<file path="src/hw/rtl/dash_pkg.sv">
// Package for the debounced arcade stick HID report block.
// Payload and queue types, config bundle, codes and constants.
// No dependencies; imported by every RTL module of the block.
package dash_pkg;

  localparam int unsigned ATTACK_BUTTONS = 8;
  localparam int unsigned NBTN           = 17;
  localparam int unsigned SYS_BUTTONS    = 5;
  localparam int unsigned HOLD_W         = 18;   // 255 * 1000 fits
  localparam int unsigned MS_TO_US       = 1000;
  localparam int unsigned QDEPTH         = 4;
  localparam int unsigned QPTR_W         = 2;

  // Button index positions in the level vectors
  localparam int unsigned BTN_UP     = 0;
  localparam int unsigned BTN_DOWN   = 1;
  localparam int unsigned BTN_LEFT   = 2;
  localparam int unsigned BTN_RIGHT  = 3;
  localparam int unsigned BTN_ATTACK = 4;
  localparam int unsigned BTN_SYS    = 12;

  localparam logic [7:0] ATTACK_MASK = 8'((9'd1 << ATTACK_BUTTONS) - 9'd1);

  // Configuration register indexes
  localparam logic [1:0] CFG_HOLD_MS      = 2'd0;
  localparam logic [1:0] CFG_DEFAULT_MODE = 2'd1;
  localparam logic [1:0] CFG_SWITCHES     = 2'd2;
  localparam logic [1:0] CFG_PRESENT      = 2'd3;

  // Stick modes; the unused code behaves as right stick
  localparam logic [1:0] MODE_DPAD  = 2'd0;
  localparam logic [1:0] MODE_LEFT  = 2'd1;
  localparam logic [1:0] MODE_RIGHT = 2'd2;

  // Hat codes
  localparam logic [3:0] HAT_UP         = 4'd0;
  localparam logic [3:0] HAT_UP_RIGHT   = 4'd1;
  localparam logic [3:0] HAT_RIGHT      = 4'd2;
  localparam logic [3:0] HAT_DOWN_RIGHT = 4'd3;
  localparam logic [3:0] HAT_DOWN       = 4'd4;
  localparam logic [3:0] HAT_DOWN_LEFT  = 4'd5;
  localparam logic [3:0] HAT_LEFT       = 4'd6;
  localparam logic [3:0] HAT_UP_LEFT    = 4'd7;
  localparam logic [3:0] HAT_CENTRED    = 4'd8;

  localparam logic signed [7:0] AXIS_POS  = 8'sd127;
  localparam logic signed [7:0] AXIS_NEG  = -8'sd127;
  localparam logic signed [7:0] AXIS_ZERO = 8'sd0;

  typedef struct packed {
    logic        dir_up;
    logic        dir_down;
    logic        dir_left;
    logic        dir_right;
    logic [7:0]  attack_buttons;
    logic [4:0]  system_buttons;
    logic        mode_a;
    logic        mode_b;
    logic [31:0] now_us;
    logic        host_ready;
  } in_item_t;

  typedef struct packed {
    logic [12:0]       report_buttons;
    logic [3:0]        hat;
    logic signed [7:0] axis_x;
    logic signed [7:0] axis_y;
    logic signed [7:0] axis_z;
    logic signed [7:0] axis_rz;
  } out_report_t;

  typedef struct packed {
    logic [HOLD_W-1:0] hold_us;
    logic [1:0]        default_mode;
    logic              switches_present;
    logic [NBTN-1:0]   present;
  } dash_cfg_t;

  // One classified poll, passed from the front to the back
  typedef struct packed {
    logic [NBTN-1:0] stable;
    logic [1:0]      mode;
    logic            host_ready;
  } dash_entry_t;

endpackage

</file>
<file path="src/hw/rtl/debounced_arcade_stick_hid_report.sv">
// Top level of the debounced arcade stick HID report block.
// Depends on dash_pkg, dash_front, dash_queue and dash_back.
//
//   port group  | direction | handshake            | payload
//   ------------+-----------+----------------------+-----------------------------
//   in_*        | in        | in_valid / in_ready  | in_data   (in_item_t, poll)
//   out_*       | out       | out_valid / out_ready| out_data  (out_report_t)
//   cfg_*       | in        | cfg_we, no wait      | cfg_index, cfg_wdata
//
// Rate: one poll per cycle while the queue is not full. A poll accepted at an
// edge updates the debouncers and is written into the queue at that edge; the
// back part then loads the report built from the queue head into the output register.
// Reset (synchronous, rst_n low) clears debouncer state, queue, output valid
// flag and last sent report; there is no clearing pass.
// Stalls: a 4-entry queue absorbs output back-pressure; in_ready drops only
// while the queue is full. Polls that repeat the last report pass through
// the back part without touching the output register.
module debounced_arcade_stick_hid_report import dash_pkg::*; (
  input  logic        clk,
  input  logic        rst_n,
  input  logic        in_valid,
  output logic        in_ready,
  input  in_item_t    in_data,
  output logic        out_valid,
  input  logic        out_ready,
  output out_report_t out_data,
  input  logic        cfg_we,
  input  logic [1:0]  cfg_index,
  input  logic [16:0] cfg_wdata
);

  dash_cfg_t   cfg_r;
  logic        q_push, q_full, q_pop, q_head_valid;
  dash_entry_t q_push_data, q_head;

  // Configuration: the hold time is kept in microseconds so the debouncers
  // see a ready-made threshold.
  always_ff @(posedge clk) begin
    if (!rst_n) begin
      cfg_r.hold_us          <= HOLD_W'(5 * MS_TO_US);
      cfg_r.default_mode     <= MODE_DPAD;
      cfg_r.switches_present <= 1'b0;
      cfg_r.present          <= '1;
    end else if (cfg_we) begin
      unique case (cfg_index)
        CFG_HOLD_MS:      cfg_r.hold_us <= HOLD_W'(cfg_wdata[7:0]) * HOLD_W'(MS_TO_US);
        CFG_DEFAULT_MODE: cfg_r.default_mode <= cfg_wdata[1:0];
        CFG_SWITCHES:     cfg_r.switches_present <= cfg_wdata[0];
        CFG_PRESENT:      cfg_r.present <= cfg_wdata[NBTN-1:0];
        default: ;
      endcase
    end
  end

  // Front: debounce and classify each poll
  dash_front u_front (
    .clk      (clk),
    .rst_n    (rst_n),
    .in_valid (in_valid),
    .in_ready (in_ready),
    .in_data  (in_data),
    .cfg      (cfg_r),
    .q_full   (q_full),
    .q_push   (q_push),
    .q_data   (q_push_data)
  );

  // Decouple front from output stalls
  dash_queue u_queue (
    .clk        (clk),
    .rst_n      (rst_n),
    .push       (q_push),
    .push_data  (q_push_data),
    .full       (q_full),
    .pop        (q_pop),
    .head_valid (q_head_valid),
    .head       (q_head)
  );

  // Back: build report, drop repeats, drive the output register
  dash_back u_back (
    .clk        (clk),
    .rst_n      (rst_n),
    .head_valid (q_head_valid),
    .head       (q_head),
    .pop        (q_pop),
    .out_valid  (out_valid),
    .out_ready  (out_ready),
    .out_data   (out_data)
  );

endmodule

</file>
<file path="src/hw/rtl/dash_front.sv">
// Front part: masks raw levels, runs the 17 debouncers, picks the stick mode.
// Depends on dash_pkg; pushes one dash_entry_t per accepted poll.
module dash_front import dash_pkg::*; (
  input  logic        clk,
  input  logic        rst_n,
  input  logic        in_valid,
  output logic        in_ready,
  input  in_item_t    in_data,
  input  dash_cfg_t   cfg,
  input  logic        q_full,
  output logic        q_push,
  output dash_entry_t q_data
);

  logic [NBTN-1:0] raw;
  logic [NBTN-1:0] raw_levels_r, raw_levels_nxt;
  logic [NBTN-1:0] stable_r, stable_nxt;
  logic [31:0]     change_r [NBTN];
  logic [31:0]     change_nxt [NBTN];
  logic [1:0]      mode;

  assign in_ready = !q_full;
  assign q_push   = in_valid && !q_full;

  always_comb begin
    raw = {in_data.system_buttons, in_data.attack_buttons & ATTACK_MASK,
           in_data.dir_right, in_data.dir_left, in_data.dir_down, in_data.dir_up};
    raw = raw & cfg.present;
  end

  // Independent per-button debouncers
  always_comb begin
    logic [31:0] age;
    raw_levels_nxt = raw_levels_r;
    stable_nxt     = stable_r;
    age            = '0;
    for (int i = 0; i < NBTN; i++) begin
      change_nxt[i] = change_r[i];
      age = in_data.now_us - change_r[i];
      if (raw[i] != raw_levels_r[i]) begin
        raw_levels_nxt[i] = raw[i];
        change_nxt[i]     = in_data.now_us;
      end else if (raw[i] != stable_r[i] && age >= 32'(cfg.hold_us)) begin
        stable_nxt[i] = raw[i];
      end
    end
  end

  always_comb begin
    mode = cfg.default_mode;
    if (cfg.switches_present) begin
      unique case ({in_data.mode_a, in_data.mode_b})
        2'b00:   mode = MODE_DPAD;
        2'b10:   mode = MODE_LEFT;
        2'b01:   mode = MODE_RIGHT;
        default: mode = cfg.default_mode;
      endcase
    end
  end

  assign q_data = '{stable: stable_nxt, mode: mode, host_ready: in_data.host_ready};

  always_ff @(posedge clk) begin
    if (!rst_n) begin
      raw_levels_r <= '0;
      stable_r     <= '0;
      for (int i = 0; i < NBTN; i++) change_r[i] <= '0;
    end else if (q_push) begin
      raw_levels_r <= raw_levels_nxt;
      stable_r     <= stable_nxt;
      for (int i = 0; i < NBTN; i++) change_r[i] <= change_nxt[i];
    end
  end

endmodule

</file>
<file path="src/hw/rtl/dash_queue.sv">
// Short register queue between front and back.
// Depends on dash_pkg for the entry type and depth.
module dash_queue import dash_pkg::*; (
  input  logic        clk,
  input  logic        rst_n,
  input  logic        push,
  input  dash_entry_t push_data,
  output logic        full,
  input  logic        pop,
  output logic        head_valid,
  output dash_entry_t head
);

  dash_entry_t       mem_r [QDEPTH];
  logic [QPTR_W-1:0] wr_ptr_r, rd_ptr_r;
  logic [QPTR_W:0]   count_r, count_nxt;

  assign full       = (count_r == (QPTR_W+1)'(QDEPTH));
  assign head_valid = (count_r != '0);
  assign head       = mem_r[rd_ptr_r];

  always_comb begin
    count_nxt = count_r;
    if (push && !pop) count_nxt = count_r + 1'b1;
    else if (pop && !push) count_nxt = count_r - 1'b1;
  end

  always_ff @(posedge clk) begin
    if (push) mem_r[wr_ptr_r] <= push_data;
  end

  always_ff @(posedge clk) begin
    if (!rst_n) begin
      wr_ptr_r <= '0;
      rd_ptr_r <= '0;
      count_r  <= '0;
    end else begin
      if (push) wr_ptr_r <= wr_ptr_r + 1'b1;
      if (pop)  rd_ptr_r <= rd_ptr_r + 1'b1;
      count_r <= count_nxt;
    end
  end

endmodule

</file>
<file path="src/hw/rtl/dash_back.sv">
// Back part: builds the HID report, drops repeats, holds the output register.
// Depends on dash_pkg; reads the queue head and owns the last sent report.
module dash_back import dash_pkg::*; (
  input  logic        clk,
  input  logic        rst_n,
  input  logic        head_valid,
  input  dash_entry_t head,
  output logic        pop,
  output logic        out_valid,
  input  logic        out_ready,
  output out_report_t out_data
);

  out_report_t rep;
  out_report_t last_sent_r;
  out_report_t out_data_r;
  logic        out_valid_r;
  logic        u, d, l, r;
  logic        send, can_load;

  function automatic logic [3:0] pick_hat(logic up, logic dn, logic lf, logic rt);
    logic [3:0] h;
    if (up)      h = rt ? HAT_UP_RIGHT : (lf ? HAT_UP_LEFT : HAT_UP);
    else if (dn) h = rt ? HAT_DOWN_RIGHT : (lf ? HAT_DOWN_LEFT : HAT_DOWN);
    else if (rt) h = HAT_RIGHT;
    else if (lf) h = HAT_LEFT;
    else         h = HAT_CENTRED;
    return h;
  endfunction

  function automatic logic signed [7:0] axis_of(logic neg, logic pos);
    logic signed [7:0] a;
    if (neg == pos) a = AXIS_ZERO;
    else            a = pos ? AXIS_POS : AXIS_NEG;
    return a;
  endfunction

  // Opposing directions cancel
  assign u = head.stable[BTN_UP] && !head.stable[BTN_DOWN];
  assign d = head.stable[BTN_DOWN] && !head.stable[BTN_UP];
  assign l = head.stable[BTN_LEFT] && !head.stable[BTN_RIGHT];
  assign r = head.stable[BTN_RIGHT] && !head.stable[BTN_LEFT];

  always_comb begin
    rep = '0;
    rep.report_buttons = {head.stable[BTN_SYS +: SYS_BUTTONS],
                          head.stable[BTN_ATTACK +: 8] & ATTACK_MASK};
    rep.hat = HAT_CENTRED;
    priority if (head.mode == MODE_DPAD) begin
      rep.hat = pick_hat(u, d, l, r);
    end else if (head.mode == MODE_LEFT) begin
      rep.axis_x = axis_of(l, r);
      rep.axis_y = axis_of(u, d);
    end else begin
      rep.axis_z  = axis_of(l, r);
      rep.axis_rz = axis_of(u, d);
    end
  end

  assign send     = head_valid && head.host_ready && (rep != last_sent_r);
  assign can_load = !out_valid_r || out_ready;
  // Hold the head only while a new report waits for the output register
  assign pop      = head_valid && (!send || can_load);

  always_ff @(posedge clk) begin
    if (send && can_load) out_data_r <= rep;
  end

  always_ff @(posedge clk) begin
    if (!rst_n) begin
      out_valid_r <= 1'b0;
      last_sent_r <= '0;
    end else begin
      if (send && can_load) begin
        out_valid_r <= 1'b1;
        last_sent_r <= rep;
      end else if (out_ready) begin
        out_valid_r <= 1'b0;
      end
    end
  end

  assign out_valid = out_valid_r;
  assign out_data  = out_data_r;

endmodule

</file>
<file path="config.mk">
export PLATFORM = sky130hd
export DESIGN_NAME = debounced_arcade_stick_hid_report
export DESIGN_NICKNAME = d
export VERILOG_FILES = /design/src/hw/rtl/dash_pkg.sv /design/src/hw/rtl/debounced_arcade_stick_hid_report.sv /design/src/hw/rtl/dash_front.sv /design/src/hw/rtl/dash_queue.sv /design/src/hw/rtl/dash_back.sv
export SDC_FILE = /design/constraint.sdc
export NUM_CORES = 2
export LEC_CHECK = 0
export BUFFER_PORTS_ARGS = -buffer_cell sky130_fd_sc_hd__buf_4
export CAP_MARGIN = 25
export CORE_ASPECT_RATIO = 2
export CORE_MARGIN = 2
export CORE_UTILIZATION = 56
export CTS_BUF_LIST = sky130_fd_sc_hd__clkbuf_2 sky130_fd_sc_hd__clkbuf_4 sky130_fd_sc_hd__clkbuf_8
export CTS_CLUSTER_DIAMETER = 60
export DETAILED_ROUTE_END_ITERATION = 12
export PLACE_DENSITY = 0.78
export SYNTH_ARGS = -nofsm -noshare
export SYNTH_HDL_FRONTEND = slang
export SYNTH_SLANG_ARGS = --single-unit
</file>
<file path="constraint.sdc">
create_clock -name clk -period 6.65 [get_ports clk]
set_clock_uncertainty 0.1 [all_clocks]
set_input_delay 0.665 -clock clk [delete_from_list [all_inputs] [get_ports clk]]
set_output_delay 0.665 -clock clk [all_outputs]
set_load 0.01 [all_outputs]
</file>
# Word-level counts from Yosys, hierarchy flattened
# Memory sizes are Yosys's and may differ from the RTL's. A register that Yosys moved wholly into a read port is not among the register bits.
# Index checks and enable logic that the tools add are counted.
# W data, S select, Z words.
# word_totals
ff_bits,175
latchBits,0
mem_bits_rw,624
mem_bits_ro,0
in_bits,76
out_inout_bits,51
wordCells,304
n_memories,2
# mem_list
name,depth,width,rd,rd_ports_with_merged_regs,wr,line_no,text
u_front.change_r,17,32,17,0,17,dash_front.sv:18,logic [31:0] change_r [NBTN];
u_queue.mem_r,4,20,1,1,1,dash_queue.sv:14,dash_entry_t mem_r [QDEPTH];
# op_classes
add_sub_neg,21
multipliers,1
div_mod_pow,0
magnitude_cmp,17
n_eq_ne,44
shift,0
mux,97
bitwise_logic,18
reduce_logical,66
# op_table
operator,count
$mux W32,35
$ge A32 B18 Y1,17
$sub A32 B32 Y32,17
$ne A49 B49 Y1,1
$mux W1,42
$reduce_and A2 Y1,21
$ne A1 B1 Y1,34
$mux W16,2
$mux W8,4
$logic_and A1 B1 Y1,28
$mux W4,7
$and A17 B17 Y17,1
$or A1 B1 Y1,17
$mul A8 B7 Y15 const B,1
$logic_not A1 Y1,9
$mux W3,3
$eq A2 B1 Y1 const B,3
$eq A2 B2 Y1 const B,3
$logic_not A2 Y1,3
$mux W2,3
$pmux W2 S3,1
$add A2 B1 Y2 const B,2
$reduce_bool A2 Y1,2
$add A3 B1 Y3 const B,1
5 further kinds,7

# Depth between registers and ports, before layout
# logic_depth
depth_word,15
ltp_mapped,24
ltp_nobuf,24

# By module
# A second synthesis with hierarchy kept.
# unflattened
cells_unflattened,7034
area_unflattened_um2,65251.3
# modules_own_cells
mod,instances,cells_each,area_each_um2,seq_area_each_um2
dash_front,1,6308,56256.5,17016.3
dash_queue,1,147,3331.9,2582.5
dash_back,1,288,2990.4,1471.4
debounced_arcade_stick_hid_report,1,291,2672.6,700.7

# Least setup slack after synthesis
# Ideal clock, no wire load.
# synth_timing
path_kind,input-to-reg
start,in in_data[2] in the netlist's numbering
end,mem u_queue.mem_r[0][13] in the netlist's numbering (data pin)
setup_time_ns,0.284
t_arrival_ns,5.329
required_ns,6.266
path_slack_ns,0.937
cell_stages,21
n_path_buf,0
cell_sequence,inv_1 fa_1 nor2b_1 o31ai_1 a21oi_1 a41oi_1 o21a_1 o21ai_0 xor2_1 ha_1 nand3_1 or2_2 o22ai_1 nor3_1 nand2_1 or4_1 a2111oi_0 o2111ai_1 or4_1 nand3_1 o211ai_1
# synth_lines
element,line_no,text
start: declaration,debounced_arcade_stick_hid_report.sv:23,"input in_item_t in_data,"
end: declaration,dash_queue.sv:14,

==> flow_metrics.env <==
export IMPL_powerDensity_mw_per_mm2=295
export IMPL_synth_simple_area_share_pct=15.5
export IMPL_synthAdderAreaFrac_pct=17.1
export IMPL_htree_levels=3
export IMPL_syn_area_sq_mm=0.0653
export IMPL_ys_ff_latch=761
export IMPL_timing_rr_end="u_queue.mem_r[0][10]$_DFFE_PP_"
export IMPL_setup_violations=0
export IMPL_drt_total_wl_um=245000
export IMPL_tightest_slew_ns=1.19
export IMPL_cts_buffers=115
export IMPL_p_int_uw=12400
export IMPL_yosysMostFrequentCell="ha_1"
export IMPL_status="finished clean"
export IMPL_period_minus_slack_ns=5.79
export IMPL_pwr_share_clk_pct=21.9
export IMPL_finalNonFillerCells=9054
export IMPL_synthTopCellsByCount="ha_1, inv_1, edfxtp_1, a21oi_1, nand2_1"
export IMPL_grt_pass1_wl_um=357000
export IMPL_ys_types=94
export IMPL_overflow=0
export IMPL_dieArea_sq_mm=0.120
export IMPL_worst_hold_path_type="in2reg"
export IMPL_synth_compound_area_share_pct=21.2
export IMPL_drive_above_1_share_pct=7.93
export IMPL_grt_usage_pct=40.4
export IMPL_clk_path_buf_depth=3
export IMPL_cp_start_kind="flop"
export IMPL_whs_path_depth=3
export IMPL_cp_num_cells=22
export IMPL_dp_hpwl_um=174000
export IMPL_seq_area_frac_synth_pct=33.3
export IMPL_synthXorXnorAreaFrac_pct=5.12
export IMPL_power_leakage_uw=0.0301
export IMPL_cp_end_kind="flop"
export IMPL_cp_num_buf_inv=3
export IMPL_wire_per_inst_um=27.0
export IMPL_start_util_pct=56.3
export IMPL_fp_dieH_um=487
export IMPL_clock_latency_ns=0.91
export IMPL_critPathArrivalTime_ns=6.27
export IMPL_syn_avg_cell_area_sq_um=9.04
export IMPL_cts_root_buf="clkbuf_8"
export IMPL_period_share_pct=87.0
export IMPL_first_global_vias=58800
export IMPL_async_flop_share_pct=0
export IMPL_cts_tree="yes"
export IMPL_row_count=177
export IMPL_synth_top_cell_area_share_pct=30.0
export IMPL_cts_sinks=761
export IMPL_path_class="reg2reg"
export IMPL_cap_violations=0
export IMPL_ys_flop_type="edfxtp_1"
export IMPL_port_buffers=126
export IMPL_synth_area_leader_cell="edfxtp_1"
export IMPL_io_pins=127
export IMPL_synth_top_family_by_area="compound AO/OA/AOI/OAI gates"
export IMPL_gp_congestion=1.01
export IMPL_worstPathRequired_ns=7.14
export IMPL_crit_slowest_cell="or4_1"
export IMPL_max_slew_margin_rel_pct=19.8
export IMPL_layout_nets=8342
export IMPL_cp_slowest_stage_delay_ns=0.53
export IMPL_grt_max_degree=74
export IMPL_finalSetupTns_ns=0
export IMPL_max_freq_mhz=173
export IMPL_reg2regPathDepth=22
export IMPL_crit_fanout=4
export IMPL_post_route_drc_count=0
export IMPL_swShare_pct=41.2
export IMPL_crit_path_end="u_queue.mem_r[0][10]$_DFFE_PP_"
export IMPL_slew_viol_final=0
export IMPL_drt_iter0_drc=5476
export IMPL_die_x_um=246
export IMPL_crit_start="u_front.change_r[0][225]$_SDFFCE_PN0P_"
export IMPL_crit_reg2reg_launch="u_front.change_r[0][225]$_SDFFCE_PN0P_"
export IMPL_crit_family="compound AO/OA/AOI/OAI gates"
export IMPL_synth_fp_nets=8172
export IMPL_rsz0062_at_grt="no"
export IMPL_firstDrtPassIters=7
export IMPL_pwr_share_comb_pct=48.5
export IMPL_synth_warnings=0
export IMPL_synth_edf_count=653
export IMPL_hold_viol_final=0
export IMPL_yosys_top_cells_area="edfxtp_1, ha_1, a21oi_1"
export IMPL_power_switching_uw=8720
export IMPL_ant_nets=0
export IMPL_r2r_setup_slack_ns=0.86
export IMPL_syn2layout_area_growth_pct=9.69
export IMPL_pwr_share_seq_pct=29.6
export IMPL_cts_clk_slew_worst_paths_ns=0.07
export IMPL_antenna_found_initial=37
export IMPL_muxShareOfSynthArea_pct=2.12
export IMPL_dp_cells=8779
export IMPL_synth_cells=7225
export IMPL_vias=60600
export IMPL_crit_chain="inv_1, ha_1, nor2b_1, o31a_1, o32ai_1, buf_4, nor2_1, a41o_1, a21o_1, a21oi_1, o21ai_0, o21ai_0, xnor2_1, ha_1, or4_1, a211oi_1, o311ai_0, nor4_1, nand4_1, nor4_1, buf_4, o211ai_1"
export IMPL_core_area_sq_mm=0.116
export IMPL_viasPerCell=6.70
export IMPL_ir_worst_vdd_mv=0.586
[metrics by stage]
stage                     hold slack [ns]  area, sq um  setup WS, ns  power [uW]  utilization (%)
after floorplan                     0.332        65300         0.937       13300                -
after global placement              0.340        68400         0.351       16000             59.0
after detailed placement            0.350        68700         0.305       16300             59.2
after CTS                          0.0110        71500         0.924       20900             61.6
after global routing               0.0500        71600         0.342       22300             61.7
final                              0.0586        71700         0.863       21100             61.8
[routing by layer]
layer | GRT usage [%] | up-vias | share of wire (%)
li1 | - | 27100 | -
met1 | 40.8 | 28700 | 32
met2 | 66.8 | 3494 | 47
met3 | 8.90 | 1334 | 9.1
met4 | 41.3 | 10 | 12
met5 | 0 | - | 0.036
[registers in the layout (all words and copies together), names as in the netlist, named ones only]
signal,cells
u_front.raw_levels_r,17
u_queue.rd_ptr_r,2
u_front.stable_r,17
u_queue.count_r,3
u_back.out_data,29
u_queue.wr_ptr_r,2
u_back.last_sent_r,29
u_front.change_r,544
u_queue.mem_r,80
u_back.out_valid,1
cfg_r,35
[worst register-to-register path: cells and delay by family (launching register included)]
kind                       cells  cell delay (ns)
DFF                            1             0.42
and+or+nand+nor                6             1.62
AOI/OAI and AO/OA             10             2.27
xor gates and xnor gates       1             0.11
buffers and inverters          3             0.52
adders and majority gates      2             0.41
[repair_timing]
| action | in CTS | in global routing |
|---|---|---|
| hold endpoints to repair | 18 | 0 |
| setup buffers | 0 | 0 |
| hold buffers | 15 | 0 |
| resized for setup | 0 | 0 |
[cell families (layout without fill, tap and decap cells)]
kind of cell | Yosys count | after routing
buffers and inverters | 946 | 1216
other | 0 | 38
xor gates and xnor gates | 382 | 382
adders and majority gates | 871 | 871
and+or+nand+nor | 2040 | 2040
AOI/OAI and AO/OA | 2114 | 2114
DFF | 761 | 761
muxes | 111 | 111
[cell usage in the layout (no fill, tap or decap), types with 40 or more instances in the layout]
cell / instances
a211oi_1: 70
a21o_1: 241
a21oi_1: 586
a31oi_1: 64
and2_1: 61
and3_1: 76
buf_4: 237
clkbuf_8: 128
dfxtp_1: 108
edfxtp_1: 653
fa_1: 40
ha_1: 831
inv_1: 724
mux2i_1: 77
nand2_1: 501
nand2b_1: 96
nand3_1: 202
nand4_1: 132
nor2_1: 480
nor2b_1: 99
nor3_1: 141
o211ai_1: 103
o21a_1: 122
o21ai_0: 402
o21bai_1: 73
or3_1: 42
xnor2_1: 247
xor2_1: 135
[worst min-delay path by stage]
stage | from | to
final | out_ready | u_back.out_valid$_SDFFE_PN0P_
after global routing | out_ready | u_back.out_valid$_SDFFE_PN0P_
after CTS | out_ready | u_back.out_valid$_SDFFE_PN0P_
after detailed placement | cfg_r[31]$_SDFFE_PN0P_ | cfg_r[31]$_SDFFE_PN0P_
after global placement | cfg_r[33]$_SDFFE_PN0P_ | cfg_r[33]$_SDFFE_PN0P_
after floorplan | cfg_r[30]$_SDFFE_PN0P_ | cfg_r[30]$_SDFFE_PN0P_
[final cells by class]
cell class              count  area (sq um)
well taps                1521          1900
inverters                 727          2730
fillers                  9869         44400
clock buffers             150          1930
repair buffers            272          2370
multi-input cells        5518         40200
diodes                     38          95.1
flip-flops and latches    761         21800
clock inverters            67           718
[power by group through the flow]
stage                     Clock, uW  Combinational [uW]  Sequential, uW
final                          4630               10300            6260
after CTS                      4630                9990            6250
after detailed placement          0                9910            6350
after global routing           4800               11200            6310
after floorplan                   0                7010            6330
after global placement            0                9670            6320
Power figures use the tool's default switching activity.
